File: src/hdl/arb_ram.sv
// Generic simple dual-port RAM with registered read.
`timescale 1ns / 1ps

module arb_ram #(
    parameter int WIDTH = 8,
    parameter int DEPTH = 16
) (
    input  logic                     i_clk,
    input  logic                     i_we,
    input  logic [$clog2(DEPTH)-1:0] i_waddr,
    input  logic [WIDTH-1:0]         i_wdata,
    input  logic [$clog2(DEPTH)-1:0] i_raddr,
    output logic [WIDTH-1:0]         o_rdata
);

    logic [WIDTH-1:0] r_mem [DEPTH];
    logic [WIDTH-1:0] r_rdata;

    // Write one word, read one word; the read data is registered
    always_ff @(posedge i_clk) begin
        if (i_we) begin
            r_mem[i_waddr] <= i_wdata;
        end
        r_rdata <= r_mem[i_raddr];
    end

    assign o_rdata = r_rdata;

endmodule

File: config.mk
export PLATFORM = sky130hd
export DESIGN_NAME = arb_ram
export DESIGN_NICKNAME = d
export VERILOG_FILES = /design/src/hdl/arb_ram.sv
export SDC_FILE = /design/constraint.sdc
export NUM_CORES = 1
export LEC_CHECK = 0
export BUFFER_PORTS_ARGS = -buffer_cell sky130_fd_sc_hd__buf_2
export CELL_PAD_IN_SITES_DETAIL_PLACEMENT = 1
export CELL_PAD_IN_SITES_GLOBAL_PLACEMENT = 2
export CORE_ASPECT_RATIO = 0.5
export CORE_MARGIN = 4
export CORE_UTILIZATION = 43
export CTS_CLUSTER_DIAMETER = 60
export DETAILED_ROUTE_END_ITERATION = 8
export PLACE_DENSITY_LB_ADDON = 0.1
export RECOVER_POWER = 25
export SLEW_MARGIN = 5
export SYNTH_ARGS = -nofsm -noshare
export SYNTH_HDL_FRONTEND = slang
export SYNTH_SLANG_ARGS = --single-unit
File: constraint.sdc
create_clock -name i_clk -period 1.75 [get_ports i_clk]
set_input_delay 0.175 -clock i_clk [delete_from_list [all_inputs] [get_ports i_clk]]
set_output_delay 0.175 -clock i_clk [all_outputs]
set_load 0.05 [all_outputs]
* Word-level counts from Yosys, hierarchy flattened
Memory sizes are Yosys's and may differ from the RTL's. A register that Yosys moved wholly into a read port is not among the register bits.
Index checks and enable logic that the tools add are counted.
** Operators by class
- Multiplexer cells :: 2
** Operators by type and width (number)
- 1-bit two-way mux :: 2
** Storage, ports and cells
- Memory bits (writable) :: 128
- Memories kept :: 1
- Output and inout bits :: 8
- Register bits after elaboration :: 0
- Logic and storage cells :: 3
** Memory list
- r_mem :: words 16, width 8, read ports 1, clocked after Yosys merged registers in 1, write ports 1, RTL line 16 : logic [WIDTH-1:0] r_mem [DEPTH];

* Logic depth before layout (Yosys ltp)
- Depth after elaboration :: 2
- Depth in mapped cells :: 5

* Worst setup path before layout
No wires, ideal clock.
- Kind :: input-to-reg
- From :: input port i_waddr[2]
- To :: memory r_mem[0][0] (enable)
- Data required time :: 1367 ps
- Setup time :: 383 ps
- Slack :: 82 ps
- Cell stages on the path :: 2
- Data arrival time :: 1285 ps
- Path buffers :: 0
- Cells stage by stage :: or3b_2 -> nor3_1
** RTL lines
- start: declaration :: RTL line 10 : input logic [$clog2(DEPTH)-1:0] i_waddr,
- end: declaration :: RTL line 16
No word-level cell before the write port.

==> impl_results.rst <==
.. list-table::
   :header-rows: 1

   * - Metric
     - Value
   * - Final antenna-violating net count
     - 0
   * - Die Footprint
     - 13900 µm²
   * - Pwr Density
     - 1230 nW/µm²
   * - Sw Share
     - 0.217
   * - Hold Path Stages
     - 1
   * - Hold crit path type
     - in2reg
   * - Std-Cell Rows
     - 27
   * - Per-cell via count in the routed design
     - 5.53
   * - Gpl congestion
     - 0.755
   * - Half-perimeter wire length of the detailed placement result
     - 7030 µm
   * - Mean post-synth cell area
     - 22.5 µm²
   * - Number of library cell types mapped by synthesis
     - 19
   * - Number of instances resized during post-cts repair
     - 0
   * - Leak
     - 2.07 nW
   * - Number of cells on the critical path
     - 3
   * - Met1 Resource Use GR
     - 0.254
   * - Register area share after synthesis
     - 0.778
   * - Worst supply voltage drop on vdd
     - 0.000564 V
   * - Final hold violations
     - 0
   * - Psw
     - 1.63 mW
   * - Clock tree from TritonCTS
     - done
   * - Fin area
     - 6140 µm²
   * - Number of DRC markers after the initial detailed-route iteration
     - 198
   * - Vias
     - 2510
   * - Cell count after synthesis
     - 229
   * - Most frequent cells in the layout
     - 128 x sky130_fd_sc_hd__edfxtp_1, 20 x sky130_fd_sc_hd__buf_2, 18 x sky130_fd_sc_hd__mux4_2
   * - Width of the die
     - 163 µm
   * - Outcome
     - completed
   * - Post-synth net total
     - 247
   * - Total global-route track usage
     - 0.172
   * - Required @ worst endpoint
     - 2.02 ns
   * - Biggest fanout along the worst timing path
     - 1
   * - Die height
     - 85.4 µm
   * - Library cell contributing the largest single delay on the critical path
     - sky130_fd_sc_hd__mux4_1
   * - Most crowded layer after global routing
     - met1
   * - Met3 Track Usage GR
     - 0.0563
   * - Clock network latency to the later pin of the worst-skew pair
     - 0.40 ns
   * - Final global-route overflow total
     - 0
   * - Number of top-level pins
     - 26
   * - Setup crit start
     - r_mem[9][3]
   * - Port Buffer Count
     - 25
   * - Largest net degree at the start of global routing
     - 33
   * - Buffer and inverter count on the worst path
     - 0
   * - Worst Path Arrival
     - 1.76 ns
   * - Core box area
     - 11400 µm²
   * - Unrepaired setup endpoints after global routing
     - no
   * - R2r endpoint
     - o_rdata[3]
   * - Leading area contributor after synthesis
     - sky130_fd_sc_hd__edfxtp_1
   * - Root buffer cell
     - sky130_fd_sc_hd__clkbuf_16
   * - CP Launch Type
     - register
   * - Kind of critical path
     - reg2reg
   * - Transition time of the tightest slew-check pin
     - 0.859 ns
   * - Number of remaining DRC errors
     - 0
   * - CP Capture Type
     - register
   * - Min Tclk post-route
     - 1.49 ns
   * - CTS Buf Count
     - 17
   * - Portion of total power attributed to combinational logic
     - 0.056
   * - Reg power frac
     - 0.487
   * - Iteration count of the initial detailed-routing pass
     - 4
   * - Internal power contribution
     - 5.89 mW
   * - Clk_skew
     - 0.00744 ns
   * - # hold bufs at CTS
     - 0
   * - Worst slew margin
     - 0.426
   * - Leading cell type in the layout, fill and taps excluded
     - sky130_fd_sc_hd__edfxtp_1
   * - Total of flip-flops plus latches after synthesis
     - 136
   * - Cells traversed along the worst timing path
     - mux4_1 -> a22oi_1 -> nand2_1
   * - Final clock period utilization by the worst path
     - 0.849
   * - Flop-to-flop setup slack
     - 0.26 ns
   * - Highest clock rate
     - 673 MHz
   * - Number of setup violations in the final report
     - 0
   * - Met2 usage in global routing
     - 0.247
   * - Setup bufs post-CTS
     - 0
   * - Final Routed Wirelength
     - 11100 µm
   * - TritonCTS Sinks
     - 136
   * - Final number of max-transition violations
     - 0
   * - Routed len/inst
     - 24.4 µm
   * - Worst hold path startpoint
     - i_wdata[1]
   * - Cell class contributing the biggest share of worst-path delay
     - multiplexers
   * - Number of levels the H-tree was split into
     - 4
   * - Clk pin slew, worst setup/hold paths
     - 0.06 ns
   * - Post-synthesis instance area
     - 5150 µm²
   * - Share of final-layout standard cells stronger than drive strength 1
     - 0.298
   * - Number of antenna violations at the first check in global routing
     - 0
   * - # Max-Cap Violations
     - 0
   * - Number of antenna cells inserted
     - 0
   * - Synth top area share
     - 0.747
   * - Endpoint with the worst hold slack
     - r_mem[2][1]
   * - Net count, final
     - 300
   * - Number of warnings printed during yosys synthesis
     - 0
   * - Reg-to-Reg Start
     - r_mem[9][3]
   * - Maximum root-to-sink buffer count
     - 2
   * - Main area contributors after synthesis
     - sky130_fd_sc_hd__edfxtp_1 75%, sky130_fd_sc_hd__mux4_2 7.9%, sky130_fd_sc_hd__mux4_1 7.1%
   * - Via count of the first global-routing pass
     - 2660
   * - Global-route wire length before repair
     - 16900 µm
   * - Starting density of the core
     - 0.453
   * - Cell Area, Placed
     - 5570 µm²
   * - Fraction of power consumed by the clock network
     - 0.456
   * - Area grow syn2layout
     - 19.2%
   * - Largest stage delay, worst path
     - 0.51 ns
   * - Number of cells on the worst reg-to-reg path
     - 3
   * - Setup TNS
     - 0 ns
-- metrics by stage --
stage	utilization	hold slack, ns	setup WS [ns]	cells	total power, mW
final	0.541	0.189	0.264	454	7.53
after global routing	0.541	0.179	0.218	454	7.82
after CTS	0.541	0.149	0.275	454	7.61
after detailed placement	0.490	0.581	0.0655	422	4.17
after global placement	0.490	0.568	0.0868	422	4.15
after floorplan	-	0.274	0.0821	229	3.99
-- power groups by stage --
stage	clock, mW	sequential [mW]	combinational (mW)
3_3_place_gp	0	3.73	0.421
4_1_cts	3.51	3.67	0.431
2_1_floorplan	0	3.80	0.185
5_1_grt	3.70	3.67	0.454
6_report	3.44	3.67	0.423
3_5_place_dp	0	3.73	0.430
-- how the worst max path moves through the flow --
stage / to / slack (ns)
floorplan: r_mem[0][0] / 0.08
global placement: o_rdata[4] / 0.09
detailed placement: o_rdata[3] / 0.07
CTS: o_rdata[3] / 0.28
global route: o_rdata[3] / 0.22
finish: o_rdata[3] / 0.26
-- synthesized netlist by cell type --
master and n:
sky130_fd_sc_hd__a22oi_1 16, sky130_fd_sc_hd__and2_1 1, sky130_fd_sc_hd__and2b_1 1, sky130_fd_sc_hd__buf_2 3, sky130_fd_sc_hd__buf_4 1, sky130_fd_sc_hd__buf_6 3, sky130_fd_sc_hd__clkdlybuf4s25_2 3, sky130_fd_sc_hd__dfxtp_1 8
sky130_fd_sc_hd__edfxtp_1 128, sky130_fd_sc_hd__mux4_1 14, sky130_fd_sc_hd__mux4_2 18, sky130_fd_sc_hd__nand2_1 9, sky130_fd_sc_hd__nand2b_1 2, sky130_fd_sc_hd__nand3_1 1, sky130_fd_sc_hd__nand3b_1 2, sky130_fd_sc_hd__nor2_1 13
sky130_fd_sc_hd__nor2b_1 1, sky130_fd_sc_hd__nor3_1 4, sky130_fd_sc_hd__or3b_2 1
-- flip-flops by register name, indices dropped and copies added, names as in the netlist --
register,count
r_mem,128
o_rdata,8
-- cell families (layout without fill, tap and decap cells) --
kind of cell           after synthesis  after routing  share of synthesized area
and+or+nand+nor                     35             35                     0.0318
AOI/OAI and AO/OA                   16             16                     0.0233
muxes                               32             32                      0.150
DFF                                136            136                      0.778
buffers and inverters               10             76                     0.0168
-- metal layers --
layer / share of wire / vias to the layer above / wire length [µm]
li1: - / 1083 / -
met1: 0.48 / 1346 / 5290
met2: 0.45 / 73 / 4950
met3: 0.069 / 8 / 759
met4: 0.0061 / 0 / 68
met5: 0 / - / 0
-- final cells by class --
| type | instances | area [µm²] |
|---|---|---|
| sequential | 136 | 4000 |
| clock inverter | 15 | 153 |
| fill | 999 | 5210 |
| timing repair buffer | 44 | 299 |
| tap | 159 | 199 |
| multi-input combinational | 83 | 1060 |
| clock buffer | 17 | 425 |
Power figures use the tool's default switching activity.
