===== config.mk =====
export PLATFORM = sky130hd
export DESIGN_NAME = arb_div
export DESIGN_NICKNAME = d
export VERILOG_FILES = /design/src/hdl/arb_pkg.sv /design/src/hdl/arb_div.sv
export SDC_FILE = /design/constraint.sdc
export NUM_CORES = 1
export LEC_CHECK = 0
export BUFFER_PORTS_ARGS = -buffer_cell sky130_fd_sc_hd__buf_2
export CAP_MARGIN = 20
export CELL_PAD_IN_SITES_DETAIL_PLACEMENT = 1
export CELL_PAD_IN_SITES_GLOBAL_PLACEMENT = 1
export CORE_MARGIN = 5
export CORE_UTILIZATION = 40
export DETAILED_ROUTE_END_ITERATION = 6
export GPL_TIMING_DRIVEN = 0
export MAX_ROUTING_LAYER = met4
export PLACE_DENSITY_LB_ADDON = 0.1
export REMOVE_ABC_BUFFERS = 1
export SLEW_MARGIN = 20
export SYNTH_ARGS = -nofsm -noshare
export SYNTH_HDL_FRONTEND = slang
export SYNTH_SLANG_ARGS = --single-unit

===== constraint.sdc =====
create_clock -name i_clk -period 6.5 [get_ports i_clk]
set_input_delay 0.325 -clock i_clk [delete_from_list [all_inputs] [get_ports i_clk]]
set_output_delay 0.325 -clock i_clk [all_outputs]
set_load 0.01 [all_outputs]

===== src/hdl/arb_pkg.sv =====
// Types, constants and register codes of the angular range binning block.
`timescale 1ns / 1ps

package arb_pkg;

    // Bin store geometry
    localparam int MAX_BINS = 1024;
    localparam int BIN_AW   = $clog2(MAX_BINS);

    // Angle constants in 1/64 degree
    localparam logic [14:0] FULL_TURN_Q6 = 15'd23040;
    localparam logic [14:0] SCAN_WRAP_Q6 = 15'd640;

    // Configuration port
    localparam int CFG_IDX_W  = 3;
    localparam int CFG_DATA_W = 16;

    localparam logic [CFG_IDX_W-1:0] REG_BIN_WIDTH    = 3'd0;
    localparam logic [CFG_IDX_W-1:0] REG_ANGLE_OFFSET = 3'd1;
    localparam logic [CFG_IDX_W-1:0] REG_QUALITY_THR  = 3'd2;
    localparam logic [CFG_IDX_W-1:0] REG_MIN_DISTANCE = 3'd3;
    localparam logic [CFG_IDX_W-1:0] REG_REFRESH      = 3'd4;

    localparam logic [14:0] RST_BIN_WIDTH    = 15'd64;
    localparam logic [14:0] RST_ANGLE_OFFSET = 15'd0;
    localparam logic [5:0]  RST_QUALITY_THR  = 6'd10;
    localparam logic [13:0] RST_MIN_DISTANCE = 14'd10;
    localparam logic [15:0] RST_REFRESH      = 16'd500;

    // Item modes
    localparam logic [1:0] MODE_SAMPLE = 2'd0;
    localparam logic [1:0] MODE_TICK   = 2'd1;
    localparam logic [1:0] MODE_READ   = 2'd2;

    // Divider length: one quotient bit per step
    localparam int DIV_W  = 15;
    localparam int DIV_CW = $clog2(DIV_W);

    typedef struct packed {
        logic [1:0]  mode;
        logic [5:0]  quality;
        logic        check_bit;
        logic        start_bit;
        logic [14:0] angle_q6;
        logic [13:0] distance_mm;
        logic [9:0]  read_index;
    } t_in_item;

    typedef struct packed {
        logic        accepted;
        logic        scan_complete;
        logic [9:0]  bin_index;
        logic [13:0] range_mm;
        logic        trimmed;
    } t_out_item;

    // One bin of the store
    typedef struct packed {
        logic [13:0] range_mm;
        logic [31:0] stamp_ms;
    } t_entry;

    typedef struct packed {
        logic             start;
        logic [DIV_W-1:0] dividend;
        logic [DIV_W-1:0] divisor;
    } t_div_req;

    typedef struct packed {
        logic             done;
        logic [DIV_W-1:0] quot;
    } t_div_rsp;

endpackage


===== src/hdl/arb_div.sv =====
// Iterative restoring divider, one quotient bit per cycle.
`timescale 1ns / 1ps

module arb_div (
    input  logic               i_clk,
    input  logic               i_rst_n,
    input  arb_pkg::t_div_req  i_req,
    output arb_pkg::t_div_rsp  o_rsp
);

    logic [arb_pkg::DIV_W-1:0]  r_rem;
    logic [arb_pkg::DIV_W-1:0]  r_quo;
    logic [arb_pkg::DIV_W-1:0]  r_dvs;
    logic [arb_pkg::DIV_CW-1:0] r_cnt;
    logic                       r_busy;
    logic                       r_done;

    logic [arb_pkg::DIV_W:0]    trial;
    logic [arb_pkg::DIV_W:0]    diff;
    logic                       fits;

    // Shift in the next dividend bit and try the subtraction
    assign trial = {r_rem, r_quo[arb_pkg::DIV_W-1]};
    assign diff  = trial - {1'b0, r_dvs};
    assign fits  = trial >= {1'b0, r_dvs};

    // Control: start, count steps, pulse done
    always_ff @(posedge i_clk) begin
        if (!i_rst_n) begin
            r_busy <= 1'b0;
            r_done <= 1'b0;
            r_cnt  <= '0;
        end else begin
            r_done <= 1'b0;
            if (i_req.start) begin
                r_busy <= 1'b1;
                r_cnt  <= arb_pkg::DIV_CW'(arb_pkg::DIV_W - 1);
            end else if (r_busy) begin
                if (r_cnt == '0) begin
                    r_busy <= 1'b0;
                    r_done <= 1'b1;
                end else begin
                    r_cnt <= r_cnt - 1'b1;
                end
            end
        end
    end

    // Datapath: remainder and quotient shift register
    always_ff @(posedge i_clk) begin
        if (i_req.start) begin
            r_rem <= '0;
            r_quo <= i_req.dividend;
            r_dvs <= i_req.divisor;
        end else if (r_busy) begin
            r_rem <= fits ? diff[arb_pkg::DIV_W-1:0] : trial[arb_pkg::DIV_W-1:0];
            r_quo <= {r_quo[arb_pkg::DIV_W-2:0], fits};
        end
    end

    assign o_rsp.done = r_done;
    assign o_rsp.quot = r_quo;

endmodule


-- Word-level counts from Yosys, hierarchy flattened
Cells that the tools add are included.
- magnitude comparators: 1
- equal/unequal tests: 1
- reduce and logical (&&, ||, !) cells: 6
- bitwise logic cells: 3
- $add $sub $neg: 2
- mux-type cells: 10
- operators by type and width (operator ; number):
    two-way mux 15 bit ; 3
    greater-or-equal comparator 16 x 15 -> 1 bit ; 1
    subtractor 15 bit ; 1
    two-way mux 4 bit ; 3
    zero test 4 bit ; 1
    two-way mux 1 bit ; 4
    AND reduction 2 bit ; 2
    subtractor 4 x 1 -> 4 bit, second input constant ; 1
    NOT 1 bit ; 3
    OR reduction 3 bit ; 1
    inequality test 2 bit, second input constant ; 1
    nonzero test 2 bit ; 1
    OR reduction 2 bit ; 1
- bits in registers: 51
- word-level logic and storage cells: 30
- output and inout bits: 16
- input bits: 33

-- Logic depth before layout (Yosys ltp)
Gate-level depths: netlist of the first run.
- word-level depth: 4
- mapped depth: 11
- mapped depth without buffers: 10

-- Worst setup path before layout of the first run
OpenSTA, ideal clock, no wires.
- path type: reg2reg
- start point: register r_dvs[7] (netlist name)
- end point: register r_quo[0] (netlist name) (data pin)
- stages on the path, launching flop included: 11
- slack: 4110 ps
- arrival: 2130 ps
- period minus slack after synthesis: 2390 ps
- cells stage by stage: edfxtp_1 -> inv_1 -> ha_1 -> buf_6 -> a21oi_4 -> o221ai_2 -> a311o_1 -> and2_4 -> or2_1 -> buf_6 -> mux2_2
- longest elaborated chain between the ends: 3
- ends and longest elaborated chain (what ; RTL line ; source):
    start, declared ; arb_div.sv:13 ; logic [arb_pkg::DIV_W-1:0] r_dvs;
    start signal, assigned ; arb_div.sv:54 ; r_dvs <= i_req.divisor;
    greater-or-equal comparator 16 x 15 -> 1 bit ; arb_div.sv:25 ; assign fits = trial >= {1'b0, r_dvs};
    two-way mux 15 bit ; arb_div.sv:55 ; end else if (r_busy) begin
    two-way mux 15 bit ; arb_div.sv:51 ; if (i_req.start) begin
    end signal, assigned ; arb_div.sv:53 ; r_quo <= i_req.dividend;
    end signal, assigned ; arb_div.sv:57 ; r_quo <= {r_quo[arb_pkg::DIV_W-2:0], fits};
    end, declared ; arb_div.sv:12 ; logic [arb_pkg::DIV_W-1:0] r_quo;
Every way passes these cells. The select of a mux whose other input is x is not followed.
A chain may end at the register's enable or synchronous reset.

-- Worst setup path in the final report of the first run
- start point: register r_quo[14] (netlist name)
- end point: register r_rem[3] (netlist name)
- longest elaborated chain between the ends: 2
- ends and longest elaborated chain (what ; RTL line ; source):
    subtractor 15 bit / greater-or-equal comparator 16 x 15 -> 1 bit (equally long branches) ; arb_div.sv:24, arb_div.sv:25 ;
    two-way mux 15 bit * ; arb_div.sv:56 ; r_rem <= fits ? diff[arb_pkg::DIV_W-1:0] : trial[arb_pkg::DIV_W-1:0];
    end signal, assigned ; arb_div.sv:56 ;
    end, declared ; arb_div.sv:11 ; logic [arb_pkg::DIV_W-1:0] r_rem;
Every way passes the cells marked *; elsewhere a longest branch is shown, timed or not.

==> flow_summary.yaml, run 1 <==
synth:
  synth_seq_area_share_pct: 46.4
  async_flop_share_pct: 0
  yosys.area.top_type_share_pct: 31.6
  netlist_area_um2: 2850
  synth_most_common_cell: "edfxtp_1"
  synth_edf_count: 30
  avgSynthCellArea_um2: 10.4
  synthTopCellsByArea: "edfxtp_1, dfxtp_1, ha_1"
  synth_cells: 273
  netlist-cell-type-count: 52
  ys.flop_type: "edfxtp_1"
  synth_top_cells_by_count: "edfxtp_1, dfxtp_1, inv_1, ha_1"
  yosysTopAreaCell: "edfxtp_1"
  yosys_warnings: 0
  ys_ff_latch: 51
placed_design:
  io_buffers: 48
  gp_congestion: 0.785
  dp_hpwl_mm: 4.72
cts:
  clkSinkCount: 51
  numCtsBuffers: 5
  cts_resized: 0
  post-cts-setup-buffers: 0
  clk-insertion-delay-late_ps: 310
  cts_buffer_depth: 2
  cts_root_buf: "clkbuf_8"
  htree_levels: 2
  cts-hold-fix-buffers: 0
  clk_pin_slew_ps: 100
  cts_tree: "built"
sta:
  slew_headroom_pct: 37.0
  fin_hold_ws_ps: 181
  period_share_pct: 45.1
  period_needed_ps: 2930
  rsz0062_at_grt: "false"
  fin_tns_setup_ps: 0
  finClkSkew_ps: 9.56
  final_max_slew_viol_count: 0
  worstMarginPinSlew_ps: 945
  setup_viol_count_final: 0
  fmax_ghz: 0.341
  hold_viol_final: 0
worst_setup_path:
  worstPathArrival_ps: 3090
  cp.required_ps: 6660
  crit_path_max_fanout: 11
  cpMaxStageDelayCell: "or2_1"
  critPathLaunchType: "flop"
  regToRegSetupSlack_ps: 3570
  max_stage_delay_ps: 520
  worstPathCellList: "inv_1 -> ha_1 -> fa_1 -> nand2b_1 -> a21oi_1 -> o221ai_1 -> a21oi_2 -> or2_1 -> mux2i_1 -> a211oi_1"
  path_class: "flop to flop"
  endpoint_kind: "flop"
  crit_family: "simple AND/OR/NAND/NOR gates"
  critical_path_buf_inv_count: 1
route:
  routedLengthMet1_mm: 3.11
  drt_iter0_drc: 66
  drc: 0
  num_vias: 2179
  routed_via_density: 5.28
  drt-wirelength-per-cell_um: 15.8
  met3_length_um: 290
  drt-total-wl_mm: 6.53
  drtAntennaViolNets: 0
  drt_first_pass_iters: 4
  dr_wl_met2_mm: 3.01
  top_layer: "met4"
die:
  initial_utilization_pct: 41.4
  io-pin-count: 49
  num_rows: 30
  die_height_um: 94.4
  die_x_um: 94.4
  dieArea_um2: 8900
  core_area_um2: 6870
grt:
  grt_antenna_before_repair: 0
  grt_pass1_wl_mm: 10.9
  grt_overflow: 0
  global_route.usage.total_pct: 16.0
  grt_pass1_vias: 2265
  grt_max_degree: 45
final_layout:
  antennaDiodeCount: 0
  seq_area_um2: 1320
  nets: 367
  fill_cells: 785
  syn2layout_area_growth_pct: 13.6
  multi_input_comb_area_um2: 1380
  drive_above_1_share_pct: 25.2
pwr:
  p_sw_mw: 0.207
  vdd_drop_max_mv: 0.112
  seq_power_share_pct: 53.6
  p_sw_share_pct: 28.9
  power_leakage_nw: 1.33
  clkPwrFrac_pct: 27.0
  p_int_mw: 0.509
  power.density_nw_per_um2: 222
  pwr-share-comb_pct: 19.4
run:
  maxCapViolCount: 0
status:
  outcome: "complete, no violations"
hold_path:
  hold_path.class: "primary input to flop"
[cell type report]
type	instances	share of cell area, %
tap	96	3.72
inverter	21	2.44
clock inverter	3	0.697
sequential	51	40.9
multi-input combinational	189	42.7
clock buffer	5	2.13
timing repair buffer	48	7.43
[path summary, 6_finish.rpt]
| path | from | end | depth (start not counted) |
|---|---|---|---|
| setup / recovery | r_quo[14] | r_rem[3] | 10 |
| hold / removal | i_req[5] | r_dvs[5] | 1 |
| setup reg to reg | r_quo[14] | r_rem[3] | 10 |
| hold reg to reg | r_rem[1] | r_rem[2] | 2 |
[cells by family (layout without fill, tap and decap cells)]
family	after synthesis	in the layout	synth area share, %
and+or+nand+nor	82	82	15.1
AOI/OAI and AO/OA	60	60	14.7
DFF	51	51	46.4
buffers and inverters	33	77	5.14
muxes	21	21	8.04
adders and majority gates	18	18	8.18
xor gates and xnor gates	8	8	2.46
[registers in the layout, indices dropped and copies added, names as in the netlist]
| signal | count |
|---|---|
| r_cnt | 4 |
| r_quo | 15 |
| r_dvs | 15 |
| r_busy | 1 |
| r_done | 1 |
| r_rem | 15 |
[per-layer routing]
metal,up-vias,GRT usage (%)
met2,52,25.4
met1,1036,20.9
met4,0,4.33
li1,1081,-
met5,-,-
met3,10,3.19
[power by group through the flow]
stage,Combinational (mW),Sequential [mW],Clock [mW]
after floorplan,0.0890,0.393,0
after global placement,0.137,0.391,0
after detailed placement,0.141,0.391,0
after CTS,0.142,0.385,0.203
after global routing,0.157,0.388,0.216
final,0.139,0.384,0.193
[per-stage QoR]
| step | worst slack [ps] | util, % | total power [mW] | area, um^2 | instances |
|---|---|---|---|---|---|
| 2_1_floorplan | 4060 | - | 0.482 | 2780 | 261 |
| 3_3_place_gp | 3610 | 45.7 | 0.528 | 3140 | 405 |
| 3_5_place_dp | 3590 | 45.7 | 0.533 | 3140 | 405 |
| 4_1_cts | 3560 | 47.0 | 0.730 | 3230 | 413 |
| 5_1_grt | 3370 | 47.1 | 0.762 | 3230 | 413 |
| 6_report | 3570 | 47.1 | 0.717 | 3230 | 413 |
[cell usage in the layout, fill, tap and decap left out, types with 3 or more instances in the layout]
| cell | netlist | routed |
|---|---|---|
| a32oi_1 | 5 | 5 |
| a21oi_1 | 16 | 16 |
| a211oi_1 | 3 | 3 |
| nand2b_1 | 10 | 10 |
| nand4_1 | 3 | 3 |
| xor2_1 | 3 | 3 |
| dfxtp_1 | 21 | 21 |
| nand2_1 | 14 | 14 |
| mux2_2 | 15 | 15 |
| nor2_1 | 16 | 16 |
| nor2b_1 | 6 | 5 |
| clkbuf_8 | 0 | 5 |
| inv_1 | 21 | 21 |
| mux2i_1 | 6 | 6 |
| buf_2 | 3 | 48 |
| xnor2_1 | 5 | 5 |
| ha_1 | 17 | 17 |
| edfxtp_1 | 30 | 30 |
| o21ai_0 | 11 | 11 |
| nand3_1 | 13 | 13 |
| nor3_1 | 5 | 5 |
| o21a_1 | 5 | 5 |
| nor3b_1 | 3 | 3 |
[worst reg2reg max path: stages, from the launching register on]
cell and delay (ps):
edfxtp_1 390, inv_1 50, ha_1 220, fa_1 410, nand2b_1 200, a21oi_1 190, o221ai_1 190, a21oi_2 220
or2_1 520, mux2i_1 290, a211oi_1 90
(Power assumes the default switching activity.)
==> inputs of run 2 (changes only) <==
- CORE_UTILIZATION: 40 -> 39
- clock period: 6.5 -> 2.6 ns (I/O delays scaled with it)
==> run 2 against run 1 <==
Effect of this change: register-to-register slack worse by 3500 ps; combinational power rose to 2.9 times the previous value; maximum frequency up 16%; sequential power rose to 2.5 times the previous value; routed wire length up 9.4%; core utilization up 2.6 points; sequential share of layout area down 3.8 points; via count up 4.1%; design area up 10%; critical path depth down 1; total power rose to 2.6 times the previous value; critical path type unchanged; largest cell class unchanged.
==> flow_summary.yaml, run 2 (same netlist as run 1, synthesis figures left out) <==
die:
  core_area_um2: 7180
  num_rows: 31
  die_height_um: 95.4
  dieArea_um2: 9110
  die_x_um: 95.4
  io-pin-count: 49
  initial_utilization_pct: 39.7
sta:
  fmax_ghz: 0.397
  worstMarginPinSlew_ps: 971
  slew_headroom_pct: 35.3
  fin_tns_setup_ps: 0
  final_max_slew_viol_count: 0
  setup_viol_count_final: 0
  period_share_pct: 97.0
  finClkSkew_ps: 5.83
  period_needed_ps: 2520
  hold_viol_final: 0
cts:
  htree_levels: 2
  cts_root_buf: "clkbuf_8"
  cts_buffer_depth: 2
  clk_pin_slew_ps: 100
  cts_tree: "built"
  numCtsBuffers: 5
  clk-insertion-delay-late_ps: 300
  clkSinkCount: 51
pwr:
  finalPower_mw: 1.84
  vdd_drop_max_mv: 0.286
  power.density_nw_per_um2: 516
  power_leakage_nw: 1.45
grt:
  grt_antenna_before_repair: 0
  grt_overflow: 0
  grt_max_degree: 45
  grt_pass1_vias: 2450
  grt_pass1_wl_mm: 11.8
  global_route.usage.total_pct: 17.5
final_layout:
  nets: 393
  drive_above_1_share_pct: 29.4
  fill_cells: 817
  reg_top3: "r_dvs: 15 flops, r_quo: 15 flops, r_rem: 15 flops"
  antennaDiodeCount: 0
  final_common_cell: "buf_2"
  post-route-util_pct: 49.6
  syn2layout_area_growth_pct: 25.1
  final_cell_mix: "buf_2, edfxtp_1, inv_1, dfxtp_1, nor2_1"
  fin_area_um2: 3560
worst_setup_path:
  critPathLaunchType: "flop"
  reg2reg_to: "r_quo[0]"
  worstPathArrival_ps: 2590
  crit_path_max_fanout: 7
  reg2regPathDepth: 9
  endpoint_kind: "flop"
  cp.required_ps: 2670
  regToRegStartpoint: "r_dvs[7]"
  regToRegSetupSlack_ps: 80
  path_class: "flop to flop"
route:
  drtAntennaViolNets: 0
  drt_first_pass_iters: 4
  drt-total-wl_mm: 7.15
  routed_via_density: 5.13
  drt_iter0_drc: 60
  num_vias: 2269
  drt-wirelength-per-cell_um: 16.2
  drc: 0
hold_path:
  min_path_cells: 2
  hold_path.class: "primary input to flop"
  min_to: "r_cnt[2]"
  hp-start: "i_rst_n"
placed_design:
  io_buffers: 48
  dpl_cell_area_um2: 3140
  dp_hpwl_mm: 4.95
  gp_congestion: 0.803
status:
  outcome: "complete, no violations"
run:
  maxCapViolCount: 0
==> run 2: changes by cell type in the layout (fill, tap and decap cells not counted), sizes merged <==
cell	delta
dlygate4sd3	+15
buf	+11
clkbuf	+1
clkinv	-1
clkinvlp	+1
inv	-1
==> run 2: metal layers <==
metal	global-route usage, %	part of all wire, %	up-vias
met2	29.0	49	45
met3	3.55	3.1	7
li1	-	-	1132
met4	4.98	1.3	0
met5	-	0	-
met1	21.6	47	1085
==> run 2: how the worst max path moves through the flow <==
stage	cells after the start	end	slack [ps]	from
floorplan	10	r_rem[9]	160	r_quo[14]
finish	9	r_quo[0]	80	r_dvs[7]
detailed placement	10	r_rem[3]	-440	r_quo[14]
global route	9	r_quo[0]	-0.8	r_dvs[7]
CTS	11	r_rem[0]	3	r_quo[14]
global placement	10	r_rem[3]	-380	r_quo[14]
==> run 2: repair_timing <==
item,4_1_cts,5_1_grt
setup endpoints to repair,15,12
pin swaps,7,3
resized for setup,12,7
setup buffers,7,4
hold endpoints to repair,14,1
hold buffers,14,1
==> run 2: power breakdown <==
group          leakage (nW)  total [mW]  switching, mW  internal [mW]
clock                0.0418       0.470          0.276          0.194
sequential            0.470       0.962         0.0380          0.924
combinational         0.934       0.404          0.214          0.190
==> run 2: critical path, cell delays in order, from the launching register on <==
cell      delay (ps)
edfxtp_1         390
inv_1            110
ha_4             230
a21oi_4          150
o221ai_2         150
a311o_1          360
and2_4           190
or2_4            290
buf_4            170
mux2_2           250
==> run 2: cell type report <==
class                      count  area (um^2)  share of cell area, %
clock buffer                   6         72.6                   2.04
timing repair buffer          74          485                   13.6
sequential                    51         1320                   37.1
multi-input combinational    189         1460                   41.1
clock inverter                 2         16.3                  0.457
inverter                      21         78.8                   2.21
tap                           99          124                   3.48
==> run 2: through the flow <==
step	hold WS, ps	setup slack [ps]	std cells
5_1_grt	76.6	-0.829	442
2_1_floorplan	199	157	261
3_3_place_gp	306	-384	408
4_1_cts	1.59	3.02	437
3_5_place_dp	308	-444	408
6_report	98.3	78.4	442
